<file path="src/hdl/sorted_event_track_range_query_defines.svh">
// Assertion macros shared by the sorted event track RTL.
`ifndef SORTED_EVENT_TRACK_RANGE_QUERY_DEFINES_SVH
`define SORTED_EVENT_TRACK_RANGE_QUERY_DEFINES_SVH

// Same-cycle implication under a synchronous active-low reset.
`define SETRQ_CHECK_IMP(lbl, clk, rstn, ante, cons) \
    lbl: assert property (@(posedge clk) disable iff (!rstn) (ante) |-> (cons)) \
        else $error("setrq: check failed");

// Next-cycle implication under a synchronous active-low reset.
`define SETRQ_CHECK_NXT(lbl, clk, rstn, ante, cons) \
    lbl: assert property (@(posedge clk) disable iff (!rstn) (ante) |=> (cons)) \
        else $error("setrq: check failed");

`endif

</file>
<file path="src/hdl/setrq_pkg.sv">
// Types and constants of the sorted event track range query.
`timescale 1ns / 1ps

package setrq_pkg;

    localparam int DEF_MAX_POINTS = 64;
    localparam int MAX_EVENTS     = 256;
    localparam int OUT_LIMIT      = 64;
    localparam int NW             = $clog2(OUT_LIMIT + 1);

    localparam logic [1:0] KIND_CLEAR  = 2'd0;
    localparam logic [1:0] KIND_ADD    = 2'd1;
    localparam logic [1:0] KIND_SAMPLE = 2'd2;

    localparam logic [1:0] STAT_EVENT = 2'd0;
    localparam logic [1:0] STAT_ACK   = 2'd1;
    localparam logic [1:0] STAT_FULL  = 2'd2;

    typedef enum logic [2:0] {
        ST_IDLE,
        ST_INS_START,
        ST_INS_CHK,
        ST_SCAN,
        ST_FIN
    } t_state;

    typedef struct packed {
        logic signed [31:0] tstamp;
        logic [7:0]         ev;
    } t_entry;

    typedef struct packed {
        logic wr_en;
        logic rd_en;
    } t_tbl_ctl;

    typedef struct packed {
        logic       valid;
        logic [7:0] ev;
        logic [1:0] status;
        logic       last;
    } t_out_req;

endpackage

</file>
<file path="src/hdl/setrq_table.sv">
// Point table memory: one write port, one registered read port.
`timescale 1ns / 1ps

module setrq_table import setrq_pkg::*; #(
    parameter int MAX_POINTS = DEF_MAX_POINTS,
    parameter int AW         = $clog2(DEF_MAX_POINTS)
) (
    input  logic          i_clk,
    input  t_tbl_ctl      i_ctl,
    input  logic [AW-1:0] i_wr_addr,
    input  t_entry        i_wr_data,
    input  logic [AW-1:0] i_rd_addr,
    output t_entry        o_rd_data
);

    t_entry r_mem [MAX_POINTS];
    t_entry r_rd_data;

    always_ff @(posedge i_clk) begin
        if (i_ctl.wr_en) begin
            r_mem[i_wr_addr] <= i_wr_data;
        end
        if (i_ctl.rd_en) begin
            r_rd_data <= r_mem[i_rd_addr];
        end
    end

    assign o_rd_data = r_rd_data;

endmodule

</file>
<file path="src/hdl/setrq_out.sv">
// Output register for result words.
`timescale 1ns / 1ps

module setrq_out import setrq_pkg::*; (
    input  logic       i_clk,
    input  logic       i_rst_n,
    input  t_out_req   i_req,
    output logic       o_free,
    input  logic       i_out_ready,
    output logic       o_out_valid,
    output logic [7:0] o_found_event,
    output logic [1:0] o_status,
    output logic       o_last
);

    logic       r_valid;
    logic [7:0] r_ev;
    logic [1:0] r_status;
    logic       r_last;

    assign o_free = !r_valid || i_out_ready;

    always_ff @(posedge i_clk) begin
        if (!i_rst_n) begin
            r_valid <= 1'b0;
        end else if (o_free) begin
            r_valid <= i_req.valid;
        end
    end

    always_ff @(posedge i_clk) begin
        if (o_free && i_req.valid) begin
            r_ev     <= i_req.ev;
            r_status <= i_req.status;
            r_last   <= i_req.last;
        end
    end

    assign o_out_valid   = r_valid;
    assign o_found_event = r_ev;
    assign o_status      = r_status;
    assign o_last        = r_last;

endmodule

</file>
<file path="src/hdl/sorted_event_track_range_query.sv">
// Top level: sequencer over the sorted point table and result output.
//
//  channel  direction  handshake                   word
//  in       sink       i_in_valid / o_in_ready     kind, time_or_start, range_end, event_id
//  out      source     o_out_valid / i_out_ready   found_event, status, last
//
// One item at a time; o_in_ready is high in the idle state only.
// Clear, unused kind, rejected add and sample of an empty table go straight to ST_FIN.
// Add: ST_INS_START/ST_INS_CHK shift later entries up one place, then write the new one.
// Sample: the table read port gives one entry a cycle to ST_SCAN unless the output stalls.
// A stalled output holds the scan only when a second match is waiting.
// Synchronous reset empties the table at once; no clearing pass.
`timescale 1ns / 1ps
`include "sorted_event_track_range_query_defines.svh"

module sorted_event_track_range_query import setrq_pkg::*; #(
    parameter int MAX_POINTS = DEF_MAX_POINTS
) (
    input  logic               i_clk,
    input  logic               i_rst_n,
    input  logic               i_in_valid,
    output logic               o_in_ready,
    input  logic [1:0]         i_kind,
    input  logic signed [31:0] i_time_or_start,
    input  logic signed [31:0] i_range_end,
    input  logic [7:0]         i_event_id,
    output logic               o_out_valid,
    input  logic               i_out_ready,
    output logic [7:0]         o_found_event,
    output logic [1:0]         o_status,
    output logic               o_last
);

    localparam int AW = $clog2(MAX_POINTS);
    localparam int CW = $clog2(MAX_POINTS + 1);

    t_state             r_state, n_state;
    logic [CW-1:0]      r_count, n_count;
    logic signed [31:0] r_a, n_a;
    logic signed [31:0] r_b, n_b;
    logic [7:0]         r_ev, n_ev;
    logic [AW-1:0]      r_h, n_h;
    logic [AW-1:0]      r_idx, n_idx;
    logic [CW-1:0]      r_left, n_left;
    logic               r_dv, n_dv;
    logic               r_back, n_back;
    logic [NW-1:0]      r_n, n_n;
    logic               r_pend_valid, n_pend_valid;
    logic [7:0]         r_pend_ev, n_pend_ev;
    logic [1:0]         r_fin_status, n_fin_status;

    t_tbl_ctl      tbl_ctl;
    logic [AW-1:0] wr_addr;
    t_entry        wr_data;
    logic [AW-1:0] rd_addr;
    t_entry        rd_data;
    t_out_req      out_req;
    logic          out_free;
    logic          match;
    logic          consume;

    setrq_table #(
        .MAX_POINTS (MAX_POINTS),
        .AW         (AW)
    ) u_table (
        .i_clk     (i_clk),
        .i_ctl     (tbl_ctl),
        .i_wr_addr (wr_addr),
        .i_wr_data (wr_data),
        .i_rd_addr (rd_addr),
        .o_rd_data (rd_data)
    );

    setrq_out u_out (
        .i_clk         (i_clk),
        .i_rst_n       (i_rst_n),
        .i_req         (out_req),
        .o_free        (out_free),
        .i_out_ready   (i_out_ready),
        .o_out_valid   (o_out_valid),
        .o_found_event (o_found_event),
        .o_status      (o_status),
        .o_last        (o_last)
    );

    always_ff @(posedge i_clk) begin
        if (!i_rst_n) begin
            r_state <= ST_IDLE;
            r_count <= '0;
        end else begin
            r_state <= n_state;
            r_count <= n_count;
        end
    end

    always_ff @(posedge i_clk) begin
        r_a          <= n_a;
        r_b          <= n_b;
        r_ev         <= n_ev;
        r_h          <= n_h;
        r_idx        <= n_idx;
        r_left       <= n_left;
        r_dv         <= n_dv;
        r_back       <= n_back;
        r_n          <= n_n;
        r_pend_valid <= n_pend_valid;
        r_pend_ev    <= n_pend_ev;
        r_fin_status <= n_fin_status;
    end

    always_comb begin
        n_state      = r_state;
        n_count      = r_count;
        n_a          = r_a;
        n_b          = r_b;
        n_ev         = r_ev;
        n_h          = r_h;
        n_idx        = r_idx;
        n_left       = r_left;
        n_dv         = r_dv;
        n_back       = r_back;
        n_n          = r_n;
        n_pend_valid = r_pend_valid;
        n_pend_ev    = r_pend_ev;
        n_fin_status = r_fin_status;
        tbl_ctl      = '0;
        wr_addr      = r_h;
        wr_data      = '{tstamp: r_a, ev: r_ev};
        rd_addr      = r_idx;
        out_req      = '0;
        o_in_ready   = 1'b0;
        consume      = 1'b0;

        if (r_back) begin
            match = ($signed(rd_data.tstamp) <= r_a) && ($signed(rd_data.tstamp) > r_b);
        end else begin
            match = ($signed(rd_data.tstamp) >= r_a) && ($signed(rd_data.tstamp) < r_b);
        end

        unique case (r_state)
            ST_IDLE: begin
                o_in_ready = 1'b1;
                if (i_in_valid) begin
                    n_a          = i_time_or_start;
                    n_b          = i_range_end;
                    n_ev         = 8'(32'(i_event_id) % MAX_EVENTS);
                    n_pend_valid = 1'b0;
                    n_fin_status = STAT_ACK;
                    n_state      = ST_FIN;
                    case (i_kind)
                        KIND_CLEAR: begin
                            n_count = '0;
                        end
                        KIND_ADD: begin
                            if (r_count == CW'(MAX_POINTS)) begin
                                n_fin_status = STAT_FULL;
                            end else begin
                                n_h     = r_count[AW-1:0];
                                n_state = ST_INS_START;
                            end
                        end
                        KIND_SAMPLE: begin
                            if (r_count != '0) begin
                                n_back  = i_time_or_start > i_range_end;
                                n_idx   = (i_time_or_start > i_range_end)
                                          ? AW'(r_count - CW'(1)) : '0;
                                n_left  = r_count;
                                n_dv    = 1'b0;
                                n_n     = '0;
                                n_state = ST_SCAN;
                            end
                        end
                        default: ;
                    endcase
                end
            end
            ST_INS_START: begin
                if (r_h == '0) begin
                    tbl_ctl.wr_en = 1'b1;
                    n_count       = r_count + CW'(1);
                    n_state       = ST_FIN;
                end else begin
                    tbl_ctl.rd_en = 1'b1;
                    rd_addr       = r_h - AW'(1);
                    n_state       = ST_INS_CHK;
                end
            end
            ST_INS_CHK: begin
                tbl_ctl.wr_en = 1'b1;
                if ($signed(rd_data.tstamp) > r_a) begin
                    wr_data = rd_data;
                    n_h     = r_h - AW'(1);
                    if (r_h == AW'(1)) begin
                        n_state = ST_INS_START;
                    end else begin
                        tbl_ctl.rd_en = 1'b1;
                        rd_addr       = r_h - AW'(2);
                    end
                end else begin
                    n_count = r_count + CW'(1);
                    n_state = ST_FIN;
                end
            end
            ST_SCAN: begin
                if (r_n == NW'(OUT_LIMIT) || (r_left == '0 && !r_dv)) begin
                    n_state = ST_FIN;
                end else begin
                    consume = r_dv && (!match || !r_pend_valid || out_free);
                    if (consume && match) begin
                        if (r_pend_valid) begin
                            out_req = '{valid: 1'b1, ev: r_pend_ev, status: STAT_EVENT,
                                        last: 1'b0};
                        end
                        n_pend_valid = 1'b1;
                        n_pend_ev    = rd_data.ev;
                        n_n          = r_n + NW'(1);
                    end
                    if (r_left != '0 && (!r_dv || consume)) begin
                        tbl_ctl.rd_en = 1'b1;
                        n_idx         = r_back ? r_idx - AW'(1) : r_idx + AW'(1);
                        n_left        = r_left - CW'(1);
                        n_dv          = 1'b1;
                    end else if (consume) begin
                        n_dv = 1'b0;
                    end
                end
            end
            ST_FIN: begin
                if (out_free) begin
                    if (r_pend_valid) begin
                        out_req = '{valid: 1'b1, ev: r_pend_ev, status: STAT_EVENT,
                                    last: 1'b1};
                    end else begin
                        out_req = '{valid: 1'b1, ev: 8'd0, status: r_fin_status,
                                    last: 1'b1};
                    end
                    n_state = ST_IDLE;
                end
            end
            default: begin
                n_state = ST_IDLE;
            end
        endcase
    end

    `SETRQ_CHECK_IMP(a_count_bound, i_clk, i_rst_n, 1'b1, r_count <= CW'(MAX_POINTS))
    `SETRQ_CHECK_IMP(a_limit_bound, i_clk, i_rst_n, r_state == ST_SCAN, r_n <= NW'(OUT_LIMIT))
    `SETRQ_CHECK_IMP(a_ack_no_event, i_clk, i_rst_n, o_out_valid && o_status != STAT_EVENT, o_found_event == 8'd0)
    `SETRQ_CHECK_NXT(a_clear_empties, i_clk, i_rst_n, i_in_valid && o_in_ready && i_kind == KIND_CLEAR, r_count == '0)
    `SETRQ_CHECK_NXT(a_add_inserts, i_clk, i_rst_n, i_in_valid && o_in_ready && i_kind == KIND_ADD && r_count != CW'(MAX_POINTS), r_state == ST_INS_START)

endmodule

</file>
<file path="config.mk">
export PLATFORM = sky130hd
export DESIGN_NAME = sorted_event_track_range_query
export DESIGN_NICKNAME = d
export VERILOG_FILES = /design/src/hdl/setrq_pkg.sv /design/src/hdl/setrq_table.sv /design/src/hdl/setrq_out.sv /design/src/hdl/sorted_event_track_range_query.sv
export VERILOG_INCLUDE_DIRS = /design/src /design/src/hdl
export SDC_FILE = /design/constraint.sdc
export NUM_CORES = 2
export LEC_CHECK = 0
export ABC_AREA = 1
export BUFFER_PORTS_ARGS = -buffer_cell sky130_fd_sc_hd__buf_2
export CORE_UTILIZATION = 50
export CTS_BUF_LIST = sky130_fd_sc_hd__clkbuf_2
export CTS_CLUSTER_DIAMETER = 100
export CTS_CLUSTER_SIZE = 40
export DETAILED_ROUTE_END_ITERATION = 6
export GPL_TIMING_DRIVEN = 0
export PLACE_DENSITY_LB_ADDON = 0.12
export SYNTH_ARGS = -nofsm -noshare
export SYNTH_HDL_FRONTEND = slang
export SYNTH_SLANG_ARGS = --single-unit
</file>
<file path="constraint.sdc">
create_clock -name i_clk -period 11.11 [get_ports i_clk]
set_input_delay 2.222 -clock i_clk [delete_from_list [all_inputs] [get_ports i_clk]]
set_output_delay 2.222 -clock i_clk [all_outputs]
set_load 0.01 [all_outputs]
</file>
==> impl_metrics.tcl <==
set metrics [dict create \
    outcome "complete, but fails checks" \
    failed_checks "capacitance limit, slew limit" \
    crit_path_start_kind "flip-flop" \
    viasPerCell 6.16 \
    place_congestion 0.987 \
    grt_pass1_wl_um 529000 \
    arrival_ns 8.20 \
    initial_core_util_pct 50.3 \
    final_cells 13000 \
    ant_nets 0 \
    tightest_slew_ns 1.56 \
    clock.fmax_mhz 157 \
    syn_inst 9546 \
    path_class "reg2reg" \
    fin_nets 10100 \
    cts_sinks 2733 \
    multiInputGateArea_mm2 0.0293 \
    place_inst 12800 \
    num_rows 175 \
    synth_edf_count 2722 \
    grt_overflow_total 0 \
    slew_viol_final 24 \
    rsz0062_at_grt "no" \
    ys_seq_area_share_pct 71.6 \
    hold_viol 0 \
    die_h_um 480 \
    wl_per_cell_um 29.2 \
    ctsResizeCount 0 \
    drv_cap 3 \
    fin_crit_sh_pct 57.5 \
    crit_path_end_kind "flip-flop" \
    clock_latency_ns 2.14 \
    yosysWarnings 0 \
    final_area_mm2 0.124 \
    synth.distinct_cells 47 \
    clk_path_buf_depth 3 \
    first_iter_violations 11800 \
    avgSynthCellArea_um2 12.0 \
    grt_usage_pct 32.4 \
    cts_inserted_buffers 94 \
    postPlaceCellArea_mm2 0.123 \
    die_area_mm2 0.231 \
    drive_gt1_share_pct 9.80 \
    grt_pass1_vias 74000 \
    synthFlopType "edfxtp_1" \
    clk_pin_slew_ns 0.61 \
    fillers 18900 \
    cts_max_level 3 \
    postCtsSetupBuffers 0 \
    cts_tree "done" \
    io_buffers 90 \
    syn_nets 9740 \
    dieWidth_um 480 \
    drc 0 \
    ios 91 \
    worstPathRequired_ns 12.92 \
    ys_ff_latch 2733 \
    syn_area_mm2 0.114 \
    hold_ws_ns 0.326 \
    async_flop_share_pct 0 \
    skew_ns 0.319 \
    grt_start_max_net_pins 41 \
    num_vias 79900 \
    fin_crit_ns 6.39 \
    slew_headroom_pct -4.21 \
    dp_hpwl_um 272000 \
    seq_area_mm2 0.0820 \
    drt_wl_total_um 379000 \
    antenna_found_initial 29 \
    hold_buffers 0 \
    cts_root_buf "clkbuf_2" \
    area_growth_pct 8.59 \
    core-area_mm2 0.227 \
    first_pass_iters 6 \
    setup_viol 0 \
    min_path_type "in2reg" \
    path_max_fanout 10 \
]
[cell usage in the layout, fill, tap and decap left out, types with 11 or more instances in the layout]
cell	netlist	layout
nor2_1	141	76
nor2_4	0	65
o21ai_4	0	32
nand3_1	3672	3663
diode_2	0	32
nand3_2	3	12
buf_6	13	13
nand4_1	15	15
a21oi_1	63	62
nand2_1	1726	1717
inv_1	197	197
buf_12	0	120
ha_1	115	115
edfxtp_1	2722	2722
buf_2	372	462
clkbuf_1	248	241
o21ai_0	82	50
dfxtp_1	11	11
buf_1	25	25
clkbuf_2	0	105
buf_16	0	28
buf_4	46	46
nor3_1	15	15
[synth_stat cells, types with 3 or more instances]
cell type	instances	area, um^2
xor2_1	10	87.6
buf_6	13	146
o21a_1	5	37.5
nand3_1	3672	18400
o211ai_1	8	60.1
o21ai_0	82	410
inv_2	4	15.0
a31oi_1	8	50.1
nand2_1	1726	6480
edfxtp_1	2722	81700
buf_1	25	93.8
buf_4	46	345
buf_2	372	1860
nand3_2	3	30.0
nand4_1	15	93.8
nor3_1	15	75.1
nand2_2	4	25.0
a21oi_1	63	315
nor2_2	4	25.0
nor2_1	141	529
xnor2_1	5	43.8
a211oi_1	4	30.0
inv_1	197	739
dfxtp_1	11	220
clkbuf_1	248	931
ha_1	115	1440
[layer usage]
metal	track usage, %	wire (um)	vias up
li1	-	-	35500
met3	7.08	41500	629
met2	48.8	168000	4235
met5	0	128	-
met1	45.4	152000	39600
met4	14.0	17800	20
[worst max-delay path, stage by stage (launching register included)]
cell and delay (ns):
edfxtp_1 0.52, inv_1 0.16, ha_1 0.34, a21oi_1 0.20
o21a_1 0.16, nand2_1 0.06, a21oi_1 0.36, nand2_1 0.14
nand2_1 0.14, nand3_4 0.14, nand2_1 0.09, nand3_1 0.08
a22oi_2 0.84, clkbuf_1 1.05, buf_2 0.60, nand3_1 0.13
nand3_1 0.23, nand3_1 0.33, nand2_1 0.19, nand2_1 0.21
nand2_1 0.25
[per-stage QoR]
stage | setup TNS, ns | setup slack, ns | utilization (%)
3_5_place_dp | 0 | 5.04 | 54.0
5_1_grt | 0 | 4.63 | 54.6
2_1_floorplan | 0 | 4.37 | -
3_3_place_gp | -2167.57 | -2.53 | 52.2
4_1_cts | 0 | 4.89 | 54.6
6_report | 0 | 4.72 | 54.6
[logic make-up (layout without fill, tap and decap cells)]
logic type	Yosys count	count (layout)	share of synthesized area, %
buffers and inverters	906	1303	3.61
AO/OA/AOI/OAI	185	185	0.907
other	0	32	0
adder cells (fa/ha/maj)	116	116	1.27
AND/OR/NAND/NOR	5591	5591	22.5
XOR/XNOR	15	15	0.115
flip-flops	2733	2733	71.6
[final timing paths]
path | start | to | slack (ns) | depth (start not counted)
max | r_a[31] | u_table.o_rd_data[0] | 4.72 | 20
max reg2reg | r_a[31] | u_table.o_rd_data[0] | 4.72 | 20
min reg2reg | u_table.o_rd_data[6] | r_pend_ev[6] | 0.53 | 0
min | i_range_end[9] | r_b[9] | 0.33 | 1
[layout make-up]
class	instances	share of cell area, %
buffer	704	2.72
inverter	202	0.610
clock inverter	61	0.729
tap	3009	3.03
antenna	32	0.0644
timing repair buffer	238	2.91
clock buffer	98	0.395
sequential	2733	65.9
multi-input combinational	5907	23.6
[sequential cells by signal, indices dropped and copies added, names as in the netlist, 7 cells and up]
signal and count:
u_table.r_mem 2560, u_table.o_rd_data 40, r_a 32, r_b 32
r_ev 8, r_pend_ev 8, u_out.o_found_event 8, r_count 7
r_left 7, r_n 7
Power is not shown: default switching activity piles up to over one toggle a cycle in this logic, so the estimate is an artifact.
